## src/rtl/bcc_pkg.sv

```systemverilog
// shared types, tables and the base judging function of the composition counter
`default_nettype none
package bcc_pkg;

  localparam int CountBits  = 32;
  localparam int NumClasses = 11;
  localparam int ResBits    = 32;
  localparam int EvqDepth   = 4;
  localparam int EvqAw      = $clog2(EvqDepth);

  localparam logic [3:0] CodeC = 4'd2;
  localparam logic [3:0] CodeG = 4'd4;
  localparam logic [3:0] CodeR = 4'd5;
  localparam logic [3:0] CodeY = 4'd10;
  localparam logic [3:0] CodeN = 4'd15;

  localparam logic [3:0] ClsA            = 4'd0;
  localparam logic [3:0] ClsC            = 4'd1;
  localparam logic [3:0] ClsG            = 4'd2;
  localparam logic [3:0] ClsT            = 4'd3;
  localparam logic [3:0] ClsTwoWay       = 4'd4;
  localparam logic [3:0] ClsThreeWay     = 4'd5;
  localparam logic [3:0] ClsFourWay      = 4'd6;
  localparam logic [3:0] ClsCpg          = 4'd7;
  localparam logic [3:0] ClsTransversion = 4'd8;
  localparam logic [3:0] ClsTransition   = 4'd9;
  localparam logic [3:0] ClsCpgTransition = 4'd10;

  localparam logic [3:0] LetterCode [32] = '{
    4'd15, 4'd1, 4'd14, 4'd2, 4'd13, 4'd15, 4'd15, 4'd4,
    4'd11, 4'd15, 4'd15, 4'd12, 4'd15, 4'd3, 4'd15, 4'd15,
    4'd15, 4'd15, 4'd5, 4'd6, 4'd8, 4'd15, 4'd7, 4'd9,
    4'd0, 4'd10, 4'd15, 4'd15, 4'd15, 4'd15, 4'd15, 4'd15
  };

  localparam logic [3:0] SingleClass [16] = '{
    4'd4, 4'd0, 4'd1, 4'd4, 4'd2, 4'd4, 4'd4, 4'd4,
    4'd3, 4'd4, 4'd4, 4'd4, 4'd4, 4'd4, 4'd4, 4'd4
  };

  localparam logic [2:0] Degeneracy [16] = '{
    3'd4, 3'd1, 3'd1, 3'd2, 3'd1, 3'd2, 3'd2, 3'd3,
    3'd1, 3'd2, 3'd2, 3'd3, 3'd2, 3'd3, 3'd3, 3'd4
  };

  typedef logic [NumClasses-1:0] cls_mask_t;

  typedef struct packed {
    cls_mask_t mask_a;
    cls_mask_t mask_b;
    logic      last;
  } ev_t;

  typedef logic [NumClasses-1:0][ResBits-1:0] res_t;

  function automatic logic [3:0] char_code(input logic [7:0] ch);
    logic [3:0] code;
    code = CodeN;
    if (ch[7:6] == 2'b01) code = LetterCode[ch[4:0]];
    return code;
  endfunction

  function automatic logic is_cy(input logic [3:0] code);
    return (code == CodeC) || (code == CodeY);
  endfunction

  function automatic logic is_gr(input logic [3:0] code);
    return (code == CodeG) || (code == CodeR);
  endfunction

  function automatic cls_mask_t judge_mask(
    input logic [3:0] b,
    input logic       upper,
    input logic       counted,
    input logic       valid,
    input logic [3:0] bef,
    input logic       bef_valid,
    input logic [3:0] nxt,
    input logic       caps_mode
  );
    logic [2:0] deg;
    logic       cpg;
    logic       ts;
    cls_mask_t  m;
    deg = Degeneracy[b];
    ts  = (b == CodeY) || (b == CodeR);
    cpg = 1'b0;
    m   = '0;
    if (is_cy(b)) cpg = is_gr(nxt);
    else if (is_gr(b)) cpg = bef_valid && is_cy(bef);
    case (deg)
      3'd1: m[SingleClass[b]] = 1'b1;
      3'd2: m[ClsTwoWay] = 1'b1;
      3'd3: m[ClsThreeWay] = 1'b1;
      3'd4: m[ClsFourWay] = 1'b1;
      default: m = '0;
    endcase
    if (ts) m[ClsTransition] = 1'b1;
    else if (deg == 3'd2) m[ClsTransversion] = 1'b1;
    if (cpg) begin
      m[ClsCpg] = 1'b1;
      if (ts) m[ClsCpgTransition] = 1'b1;
    end
    if (!valid || !counted || (caps_mode && !upper)) m = '0;
    return m;
  endfunction

endpackage
`default_nettype wire

```

## src/rtl/bcc_front.sv

```systemverilog
// front end: character decode, hold stage and per-item class masks
`default_nettype none
module bcc_front (
  input  wire logic        clk,
  input  wire logic        rst_n,
  input  wire logic        push,
  input  wire logic        q_full,
  input  wire logic [7:0]  base_char,
  input  wire logic        counted,
  input  wire logic        last_of_region,
  input  wire logic        caps_mode,
  output logic             ev_push,
  output bcc_pkg::ev_t     ev
);
  import bcc_pkg::*;

  logic [3:0] before_code_r, before_code_nxt;
  logic       before_valid_r, before_valid_nxt;
  logic [3:0] held_code_r, held_code_nxt;
  logic       held_upper_r, held_upper_nxt;
  logic       held_counted_r, held_counted_nxt;
  logic       held_valid_r, held_valid_nxt;

  logic [3:0] code;
  logic       upper;

  assign code    = char_code(base_char);
  assign upper   = (base_char >= 8'h41) && (base_char <= 8'h5A);
  assign ev_push = push && !q_full;

  always_comb begin
    ev.mask_a = judge_mask(held_code_r, held_upper_r, held_counted_r, held_valid_r,
                           before_code_r, before_valid_r, code, caps_mode);
    ev.mask_b = '0;
    if (last_of_region) begin
      ev.mask_b = judge_mask(code, upper, counted, 1'b1,
                             held_code_r, held_valid_r, CodeN, caps_mode);
    end
    ev.last = last_of_region;
  end

  always_comb begin
    before_code_nxt  = before_code_r;
    before_valid_nxt = before_valid_r;
    held_code_nxt    = held_code_r;
    held_upper_nxt   = held_upper_r;
    held_counted_nxt = held_counted_r;
    held_valid_nxt   = held_valid_r;
    if (ev_push) begin
      if (last_of_region) begin
        before_code_nxt  = '0;
        before_valid_nxt = 1'b0;
        held_code_nxt    = '0;
        held_upper_nxt   = 1'b0;
        held_counted_nxt = 1'b0;
        held_valid_nxt   = 1'b0;
      end else begin
        before_code_nxt  = held_code_r;
        before_valid_nxt = held_valid_r;
        held_code_nxt    = code;
        held_upper_nxt   = upper;
        held_counted_nxt = counted;
        held_valid_nxt   = 1'b1;
      end
    end
  end

  always_ff @(posedge clk) begin
    if (!rst_n) begin
      before_code_r  <= '0;
      before_valid_r <= 1'b0;
      held_code_r    <= '0;
      held_upper_r   <= 1'b0;
      held_counted_r <= 1'b0;
      held_valid_r   <= 1'b0;
    end else begin
      before_code_r  <= before_code_nxt;
      before_valid_r <= before_valid_nxt;
      held_code_r    <= held_code_nxt;
      held_upper_r   <= held_upper_nxt;
      held_counted_r <= held_counted_nxt;
      held_valid_r   <= held_valid_nxt;
    end
  end

endmodule
`default_nettype wire

```

## src/rtl/bcc_evq.sv

```systemverilog
// event queue between front end and counter bank
`default_nettype none
module bcc_evq (
  input  wire logic        clk,
  input  wire logic        rst_n,
  input  wire logic        wr_en,
  input  wire bcc_pkg::ev_t wr_ev,
  output logic             q_full,
  input  wire logic        rd_en,
  output logic             rd_valid,
  output bcc_pkg::ev_t     rd_ev
);
  import bcc_pkg::*;

  ev_t              mem_r [EvqDepth];
  logic [EvqAw-1:0] wr_ptr_r, wr_ptr_nxt;
  logic [EvqAw-1:0] rd_ptr_r, rd_ptr_nxt;
  logic [EvqAw:0]   cnt_r, cnt_nxt;

  assign q_full   = (cnt_r == (EvqAw+1)'(EvqDepth));
  assign rd_valid = (cnt_r != '0);
  assign rd_ev    = mem_r[rd_ptr_r];

  always_comb begin
    wr_ptr_nxt = wr_ptr_r;
    rd_ptr_nxt = rd_ptr_r;
    cnt_nxt    = cnt_r;
    if (wr_en) wr_ptr_nxt = wr_ptr_r + 1'b1;
    if (rd_en) rd_ptr_nxt = rd_ptr_r + 1'b1;
    if (wr_en && !rd_en) cnt_nxt = cnt_r + 1'b1;
    else if (!wr_en && rd_en) cnt_nxt = cnt_r - 1'b1;
  end

  always_ff @(posedge clk) begin
    if (wr_en) mem_r[wr_ptr_r] <= wr_ev;
  end

  always_ff @(posedge clk) begin
    if (!rst_n) begin
      wr_ptr_r <= '0;
      rd_ptr_r <= '0;
      cnt_r    <= '0;
    end else begin
      wr_ptr_r <= wr_ptr_nxt;
      rd_ptr_r <= rd_ptr_nxt;
      cnt_r    <= cnt_nxt;
    end
  end

endmodule
`default_nettype wire

```

## src/rtl/bcc_back.sv

```systemverilog
// back end: saturating class counters and two-entry result queue
`default_nettype none
module bcc_back (
  input  wire logic        clk,
  input  wire logic        rst_n,
  input  wire logic        ev_valid,
  input  wire bcc_pkg::ev_t ev_head,
  output logic             ev_pop,
  input  wire logic        pop,
  output logic             empty,
  output bcc_pkg::res_t    res
);
  import bcc_pkg::*;

  localparam logic [CountBits-1:0] CntMax = {CountBits{1'b1}};

  logic [CountBits-1:0] cnt_r [NumClasses];
  logic [CountBits-1:0] cnt_nxt [NumClasses];
  logic [CountBits-1:0] sat [NumClasses];
  logic [CountBits:0]   sum [NumClasses];
  logic [1:0]           add [NumClasses];
  res_t                 res_new;

  res_t       resq_r [2];
  logic       wr_ptr_r, wr_ptr_nxt;
  logic       rd_ptr_r, rd_ptr_nxt;
  logic [1:0] ocnt_r, ocnt_nxt;
  logic       res_push;
  logic       res_pop;

  assign ev_pop   = ev_valid && (!ev_head.last || (ocnt_r != 2'd2));
  assign res_push = ev_pop && ev_head.last;
  assign res_pop  = pop && !empty;
  assign empty    = (ocnt_r == 2'd0);
  assign res      = resq_r[rd_ptr_r];

  always_comb begin
    for (int k = 0; k < NumClasses; k++) begin
      add[k] = {1'b0, ev_head.mask_a[k]} + {1'b0, ev_head.mask_b[k]};
      sum[k] = {1'b0, cnt_r[k]} + (CountBits+1)'(add[k]);
      sat[k] = (sum[k] > {1'b0, CntMax}) ? CntMax : sum[k][CountBits-1:0];
      res_new[k] = ResBits'(sat[k]);
      cnt_nxt[k] = cnt_r[k];
      if (ev_pop) cnt_nxt[k] = ev_head.last ? '0 : sat[k];
    end
  end

  always_comb begin
    wr_ptr_nxt = wr_ptr_r;
    rd_ptr_nxt = rd_ptr_r;
    ocnt_nxt   = ocnt_r;
    if (res_push) wr_ptr_nxt = ~wr_ptr_r;
    if (res_pop) rd_ptr_nxt = ~rd_ptr_r;
    if (res_push && !res_pop) ocnt_nxt = ocnt_r + 2'd1;
    else if (!res_push && res_pop) ocnt_nxt = ocnt_r - 2'd1;
  end

  always_ff @(posedge clk) begin
    if (res_push) resq_r[wr_ptr_r] <= res_new;
  end

  always_ff @(posedge clk) begin
    if (!rst_n) begin
      for (int k = 0; k < NumClasses; k++) cnt_r[k] <= '0;
      wr_ptr_r <= 1'b0;
      rd_ptr_r <= 1'b0;
      ocnt_r   <= 2'd0;
    end else begin
      for (int k = 0; k < NumClasses; k++) cnt_r[k] <= cnt_nxt[k];
      wr_ptr_r <= wr_ptr_nxt;
      rd_ptr_r <= rd_ptr_nxt;
      ocnt_r   <= ocnt_nxt;
    end
  end

endmodule
`default_nettype wire

```

## src/rtl/base_composition_counter.sv

```systemverilog
// top level of the nucleotide composition counter
//
// channel   ports                                       transfer when
// input     push full in_base_char in_counted ...       push && !full
// result    empty pop out_count_a .. out_count_cpg_...  pop && !empty
// config    psel penable pwrite paddr pwdata prdata     psel && penable && pwrite
//
// one item per cycle while full is low; a base is judged when its right neighbour arrives
// region close needs a free slot in the two-entry result queue
// four-entry event queue lets input and result sides stall on their own
// the closing item is registered in the event queue, then its result in the result queue
// synchronous reset clears control state
`default_nettype none
module base_composition_counter (
  input  wire logic        clk,
  input  wire logic        rst_n,
  input  wire logic        push,
  output logic             full,
  input  wire logic [7:0]  in_base_char,
  input  wire logic        in_counted,
  input  wire logic        in_last_of_region,
  output logic             empty,
  input  wire logic        pop,
  output logic [31:0]      out_count_a,
  output logic [31:0]      out_count_c,
  output logic [31:0]      out_count_g,
  output logic [31:0]      out_count_t,
  output logic [31:0]      out_count_two_way,
  output logic [31:0]      out_count_three_way,
  output logic [31:0]      out_count_four_way,
  output logic [31:0]      out_count_cpg,
  output logic [31:0]      out_count_transversion,
  output logic [31:0]      out_count_transition,
  output logic [31:0]      out_count_cpg_transition,
  input  wire logic        psel,
  input  wire logic        penable,
  input  wire logic        pwrite,
  input  wire logic [2:0]  paddr,
  input  wire logic [31:0] pwdata,
  output logic [31:0]      prdata,
  output logic             pready
);
  import bcc_pkg::*;

  localparam logic RegUpperCaseOnly = 1'b0;

  logic caps_mode_r, caps_mode_nxt;
  logic ev_push;
  ev_t  ev_in;
  logic ev_valid;
  ev_t  ev_head;
  logic ev_pop;
  res_t res;

  assign pready = 1'b1;
  assign prdata = (paddr[2] == RegUpperCaseOnly) ? {31'b0, caps_mode_r} : '0;

  always_comb begin
    caps_mode_nxt = caps_mode_r;
    if (psel && penable && pwrite && pready && (paddr[2] == RegUpperCaseOnly)) begin
      caps_mode_nxt = pwdata[0];
    end
  end

  always_ff @(posedge clk) begin
    if (!rst_n) caps_mode_r <= 1'b0;
    else caps_mode_r <= caps_mode_nxt;
  end

  bcc_front u_front (
    .clk            (clk),
    .rst_n          (rst_n),
    .push           (push),
    .q_full         (full),
    .base_char      (in_base_char),
    .counted        (in_counted),
    .last_of_region (in_last_of_region),
    .caps_mode      (caps_mode_r),
    .ev_push        (ev_push),
    .ev             (ev_in)
  );

  bcc_evq u_evq (
    .clk      (clk),
    .rst_n    (rst_n),
    .wr_en    (ev_push),
    .wr_ev    (ev_in),
    .q_full   (full),
    .rd_en    (ev_pop),
    .rd_valid (ev_valid),
    .rd_ev    (ev_head)
  );

  bcc_back u_back (
    .clk      (clk),
    .rst_n    (rst_n),
    .ev_valid (ev_valid),
    .ev_head  (ev_head),
    .ev_pop   (ev_pop),
    .pop      (pop),
    .empty    (empty),
    .res      (res)
  );

  assign out_count_a              = res[ClsA];
  assign out_count_c              = res[ClsC];
  assign out_count_g              = res[ClsG];
  assign out_count_t              = res[ClsT];
  assign out_count_two_way        = res[ClsTwoWay];
  assign out_count_three_way      = res[ClsThreeWay];
  assign out_count_four_way       = res[ClsFourWay];
  assign out_count_cpg            = res[ClsCpg];
  assign out_count_transversion   = res[ClsTransversion];
  assign out_count_transition     = res[ClsTransition];
  assign out_count_cpg_transition = res[ClsCpgTransition];

`ifndef ASSERT_OFF
  a_close_gives_result: assert property (@(posedge clk) disable iff (!rst_n)
    ev_pop && ev_head.last |=> !empty)
    else $error("region close did not produce a result");

  a_result_from_close: assert property (@(posedge clk) disable iff (!rst_n)
    $fell(empty) |-> $past(ev_pop && ev_head.last))
    else $error("result appeared without a region close");

  a_event_per_accept: assert property (@(posedge clk) disable iff (!rst_n)
    ev_push == (push && !full))
    else $error("event queue write does not follow input transfer");

  a_no_pop_when_dry: assert property (@(posedge clk) disable iff (!rst_n)
    ev_pop |-> ev_valid)
    else $error("counter bank consumed from an empty event queue");
`endif

endmodule
`default_nettype wire
```

## config.mk

```make
export PLATFORM = sky130hd
export DESIGN_NAME = base_composition_counter
export DESIGN_NICKNAME = d
export VERILOG_FILES = /design/src/rtl/bcc_pkg.sv /design/src/rtl/bcc_front.sv /design/src/rtl/bcc_evq.sv /design/src/rtl/bcc_back.sv /design/src/rtl/base_composition_counter.sv
export SDC_FILE = /design/constraint.sdc
export NUM_CORES = 2
export LEC_CHECK = 0
export BUFFER_PORTS_ARGS = -buffer_cell sky130_fd_sc_hd__buf_4
export CAP_MARGIN = 10
export CORE_MARGIN = 2
export CORE_UTILIZATION = 59
export DETAILED_ROUTE_END_ITERATION = 12
export PLACE_DENSITY = 0.78
export SLEW_MARGIN = 20
export SYNTH_ARGS = -nofsm -noshare
export SYNTH_HDL_FRONTEND = slang
export SYNTH_HIERARCHICAL = 1
export SYNTH_SLANG_ARGS = --single-unit
```

## constraint.sdc

```tcl
create_clock -name clk -period 23.1 [get_ports clk]
set_clock_uncertainty 0.05 [all_clocks]
set_input_delay 1.155 -clock clk [delete_from_list [all_inputs] [get_ports clk]]
set_output_delay 1.155 -clock clk [all_outputs]
set_load 0.005 [all_outputs]
```

# [Yosys cells after proc, flatten, opt, wreduce, memory -nomap -nowiden]
# Memories as Yosys holds them, arrays and structs flattened. A register that Yosys moved wholly into a read port is not among the register bits.
# Index checks and enable logic that the tools add are counted.
[totals] out_inout_bits=387 mem_count=8 regBits=24 ram_bits=1148 elab_cells=262 romBits=352
[op_classes] n_addsub=28 n_eq_ne=21 n_reduce_logical=45 bitwise_logic=17 n_mux=110 magnitude_cmp=20
[mem_list] memory="u_back.resq_r" depth=2 word_bits=352 rd=1 rd_clocked_by_memory_dff=1 write_ports=1 line_no="bcc_back.sv:24" text="res_t resq_r [2];"
[mem_list] memory="u_back.cnt_r" depth=11 word_bits=32 rd=11 rd_clocked_by_memory_dff=0 write_ports=11 line_no="bcc_back.sv:17" text="logic [CountBits-1:0] cnt_r [NumClasses];"
[mem_list] memory="(no name shown)" depth=32 word_bits=4 rd=1 rd_clocked_by_memory_dff=0 write_ports=0 line_no="bcc_pkg.sv:59" text="if (ch[7:6] == 2'b01) code = LetterCode[ch[4:0]];"
[mem_list] memory="u_evq.mem_r" depth=4 word_bits=23 rd=1 rd_clocked_by_memory_dff=1 write_ports=1 line_no="bcc_evq.sv:15" text="ev_t mem_r [EvqDepth];"
[mem_list] memory="(no name shown)" depth=16 word_bits=4 rd=1 rd_clocked_by_memory_dff=0 write_ports=0 line_no="bcc_pkg.sv:92" text="3'd1: m[SingleClass[b]] = 1'b1;"
[mem_list] memory="(no name shown)" depth=16 word_bits=4 rd=1 rd_clocked_by_memory_dff=0 write_ports=0 line_no="bcc_pkg.sv:92"
[mem_list] memory="2 more memories"
[ops] cell="$mux 32" count=44
[ops] cell="$add 32x2->33" count=11
[ops] cell="$gt 33x32->1 const B" count=11
[ops] cell="$mux 4" count=13
[ops] cell="$mux 11" count=3
[ops] cell="$mux 1" count=32
[ops] cell="$add 1x1->2" count=11
[ops] cell="$logic_and 1x1->1" count=18
[ops] cell="$mux 3" count=6
[ops] cell="$eq 4x3->1 const B" count=4
[ops] cell="$eq 3x2->1 const B" count=4
[ops] cell="$eq 4x2->1 const B" count=3
[ops] cell="$eq 4x4->1 const B" count=3
[ops] cell="$logic_not 1->1" count=12
[ops] cell="$pmux 1 s2" count=6
[ops] cell="$logic_or 1x1->1" count=11
[ops] cell="$or 1x1->1" count=11
[ops] cell="$ge 5x5->1 const B" count=2
[ops] cell="$lt 4x5->1 const B" count=2
[ops] cell="$not 4->5" count=2
[ops] cell="$eq 3x3->1 const B" count=3
[ops] cell="$demux 1 s4" count=2
[ops] cell="$ge 4x1->1 const B" count=2
[ops] cell="$ge 8x7->1 const B" count=1
[ops] cell="15 further kinds" count=24

# [Logic depth before layout (Yosys ltp)]
[depth] depth_word=18 depth_mapped=17

# [Hierarchy]
# Netlist, hierarchy kept.
[modules_own_cells] module="bcc_back" cells_each=4557 area_per_inst_um2=50299.5 seq_area_each_um2=28287.1 n_inst=1
[modules_own_cells] module="bcc_evq" cells_each=163 area_per_inst_um2=3799.9 seq_area_each_um2=2942.8 n_inst=1
[modules_own_cells] module="bcc_front" cells_each=208 area_per_inst_um2=1557.7 seq_area_each_um2=220.2 n_inst=1
[modules_own_cells] module="base_composition_counter" cells_each=40 area_per_inst_um2=315.3 seq_area_each_um2=20.0 n_inst=1

# [Worst setup path before layout]
# OpenSTA, ideal clock, no wires.
[synth_timing] path_kind="register to register" startpoint="register (tool-made name)" endpoint="memory u_back/resq_r[0][0] (netlist bit) (enable)" t_arrival_ns=16.646 required_ns=21.975 setup_ns=1.075 stages_incl_launch_ff=11 setup_slack_ns=5.328 cell_sequence="dfxtp_1 > buf_6 > buf_12 > mux4_2 > clkbuf_1 > nand3b_1 > nand2_1 > inv_1 > clkbuf_1 > nand2_1 > nor2_1"
[synth_rtl] item="to (decl)" line_no="bcc_back.sv:24"

==> results.toml <==
[clock_network]
clk_pin_slew_ns = 0.06
cts_tree = "done"
htree_levels = 3
post-cts-setup-buffer-count = 0
root_buffer = "clkbuf_16"
cts_hold_buffers = 0
cts_inserted_buffers = 117
clock_sinks = 1174
clk_path_buf_depth = 3
clk_latency_ns = 0.71
cts_resized = 0

[synthesis]
ys_ff_latch = 1174
synth_area_per_cell_um2 = 11.3
yosys.area_share.simple_pct = 15.6
synthMuxAreaShare_pct = 8.56
synth_edf_count = 796
synthAdderAreaFrac_pct = 1.14
yosys_warnings = 6
synth_cell_types = 104
synth_top_family_by_area = "simple AND/OR/NAND/NOR gates"
synth_xor_area_share_pct = 3.59
synth_compound_area_share_pct = 11.2
seq_area_frac_synth_pct = 56.2
ys.flop_type = "edfxtp_1"
synth_cells = 4968
syn-cell-area_um2 = 56000
async_flop_share_pct = 0

[setup_path]
crit_type = "flop to flop"
worstSetupEndpointType = "flop"
critPathMostFrequentCell = "buf_4"
crit_end = "u_back/resq_r[0][333]"
worstPathRequired_ns = 23.36
crit_chain = "buf_4 -> mux4_2 -> buf_4 -> nand3b_1 -> nand2_4 -> inv_6 -> nand2_1 -> nor2_4 -> buf_12 -> buf_4"
crit_fanout = 165
worstPathArrival_ns = 6.42
reg2reg_to = "u_back/resq_r[0][333]"
rr_worst_depth = 10
critPathMaxStageDelay_ns = 0.92
start_kind = "flop"
regToRegSetupSlack_ns = 16.94
crit_slowest_cell = "buf_4"

[layout]
drive_above_1_share_pct = 20.9
final_nets = 5267
stdcell_count = 6529
design_area_um2 = 63300
antenna_cells = 0
nFillCells = 6943
final_common_cell = "edfxtp_1"
most-common-layout-cells = "edfxtp_1, nand2_1, buf_4, dfxtp_1, mux2_2"
area_delta_synth_final_pct = 13.1

[timing]
fin_crit_ns = 6.16
worst_pin_slew_ns = 1.08
hold_violations = 0
fmax_ghz = 0.162
relSlewSlack_pct = 28.2
slew_viol_final = 0
whs_ns = 0.453
setup-tns-final_ns = 0
post-route-period-util_pct = 26.7
rsz0062_at_grt = "no"
finalSetupViolations = 0

[global_routing]
track_usage_pct = 27.9
grt_pass1_vias = 39148
antenna_found_initial = 3
grt_pass1_wl_um = 218000
gr-total-overflow = 0
grt_max_degree = 166

[floorplanning]
die_w_um = 312
start_util_pct = 59.8
rows = 112
die_h_um = 312
die_area_um2 = 97300
coreArea_um2 = 93600
ios = 439

[routing]
drt_wl_total_um = 141000
drt_first_pass_iters = 6
ant_nets = 0
drt_iter0_drc = 4739
viasPerCell = 6.31
vias = 41179
wl_per_cell_um = 21.6
remaining_drc_errors = 0

[placement]
placed_cell_area_um2 = 59300
placedCellCount = 6306
hpwl_um = 89200
gp_congestion = 0.928
portBuffers = 373

[power]
peakVddDrop_mv = 0.118
p_leak_nw = 23.4
cellPowerDensity_nw_per_um2 = 113
p_total_mw = 7.12

[outcome]
status = "completed"

[flow_run]
cap_violations = 0

[worst_hold_path]
hold_path_class = "flop to flop"
flip-flops by register name (all words and copies together) (netlist names), named ones only:
| register | count |
|---|---|
| caps_mode_r | 1 |
| u_front/before_valid_r | 1 |
| u_front/before_code_r | 3 |
| u_evq/wr_ptr_r | 2 |
| u_back/wr_ptr_r | 1 |
| u_back/resq_r | 704 |
| u_front/held_valid_r | 1 |
| u_back/cnt_r | 352 |
| u_evq/rd_ptr_r | 2 |
| u_evq/mem_r | 92 |
| u_front/held_code_r | 4 |
| u_back/rd_ptr_r | 1 |
| u_evq/cnt_r | 3 |
| u_back/ocnt_r | 2 |
| u_front/held_counted_r | 1 |
| u_front/held_upper_r | 1 |
metal layers:
layer	part of all wire, %	track usage [%]	vias to the layer above
met3	8.0	4.82	309
met5	0.023	0	-
met4	3.1	10.4	6
met1	42	38.1	20031
met2	47	45.1	1864
li1	-	-	18969
Yosys cell counts (all sizes together), types with 29 or more instances:
cell type	count	area (µm²)
o21a	29	218
nor4	77	599
a21o	44	330
and2	44	275
nand4	133	872
xor2	86	772
dfxtp	378	7570
ha	32	400
inv	95	357
a22o	51	447
a31oi	85	532
or3	36	226
edfxtp	796	23900
a21oi	219	1100
nand3	163	821
nor3	160	836
buf	127	753
o21ai	358	1790
and4	78	683
nand2	487	1840
mux2	366	4120
and3	105	658
clkbuf	248	937
xnor2	141	1230
nor2	222	836
worst min-delay path by stage:
stage	start	endpoint	slack (ns)	cells past startpoint
after global routing	u_back/cnt_r[6][27]	u_back/cnt_r[6][27]	0.47	2
after global placement	u_back/cnt_r[2][12]	u_back/cnt_r[2][12]	0.43	2
after floorplan	u_back/cnt_r[9][12]	u_back/cnt_r[9][12]	0.41	2
after detailed placement	u_back/cnt_r[7][0]	u_back/cnt_r[7][0]	0.44	1
after CTS	u_back/cnt_r[6][27]	u_back/cnt_r[6][27]	0.45	2
final	u_back/cnt_r[6][12]	u_back/cnt_r[6][12]	0.45	2
critical path, delay by kind of cell (launching register included):
kind,cells,cell delay [ns]
mux,1,0.55
buf+inv,5,2.78
flops,1,0.31
simple gates,4,1.80
where the power goes:
group | switching, mW | internal [mW]
combinational | 1.32 | 0.950
clock | 0.809 | 1.14
sequential | 0.111 | 2.78
total | 2.24 | 4.88
per-stage QoR:
step / setup WS (ns) / util, %
CTS: 16.82 / 67.6
finish: 16.94 / 67.6
detailed placement: 16.85 / 63.3
global route: 16.66 / 67.6
floorplan: 5.33 / -
global placement: 16.89 / 63.3
area by class of cell:
type	count	area (µm²)	area share (%)
clock buffers	146	3110	4.91
well taps	1254	1570	2.48
multi-input cells	3354	22700	35.8
inverters	95	362	0.571
repair buffers	429	3250	5.13
clock inverters	77	846	1.34
flip-flops and latches	1174	31500	49.7
kinds of logic after synthesis:
family / count (synthesis)
simple gates: 1646
flops: 1174
compound gates: 1003
buf+inv: 470
mux: 402
xor+xnor: 227
fa+ha+maj: 44
other cells: 2
Note: power is estimated with default switching activity, not from simulation.
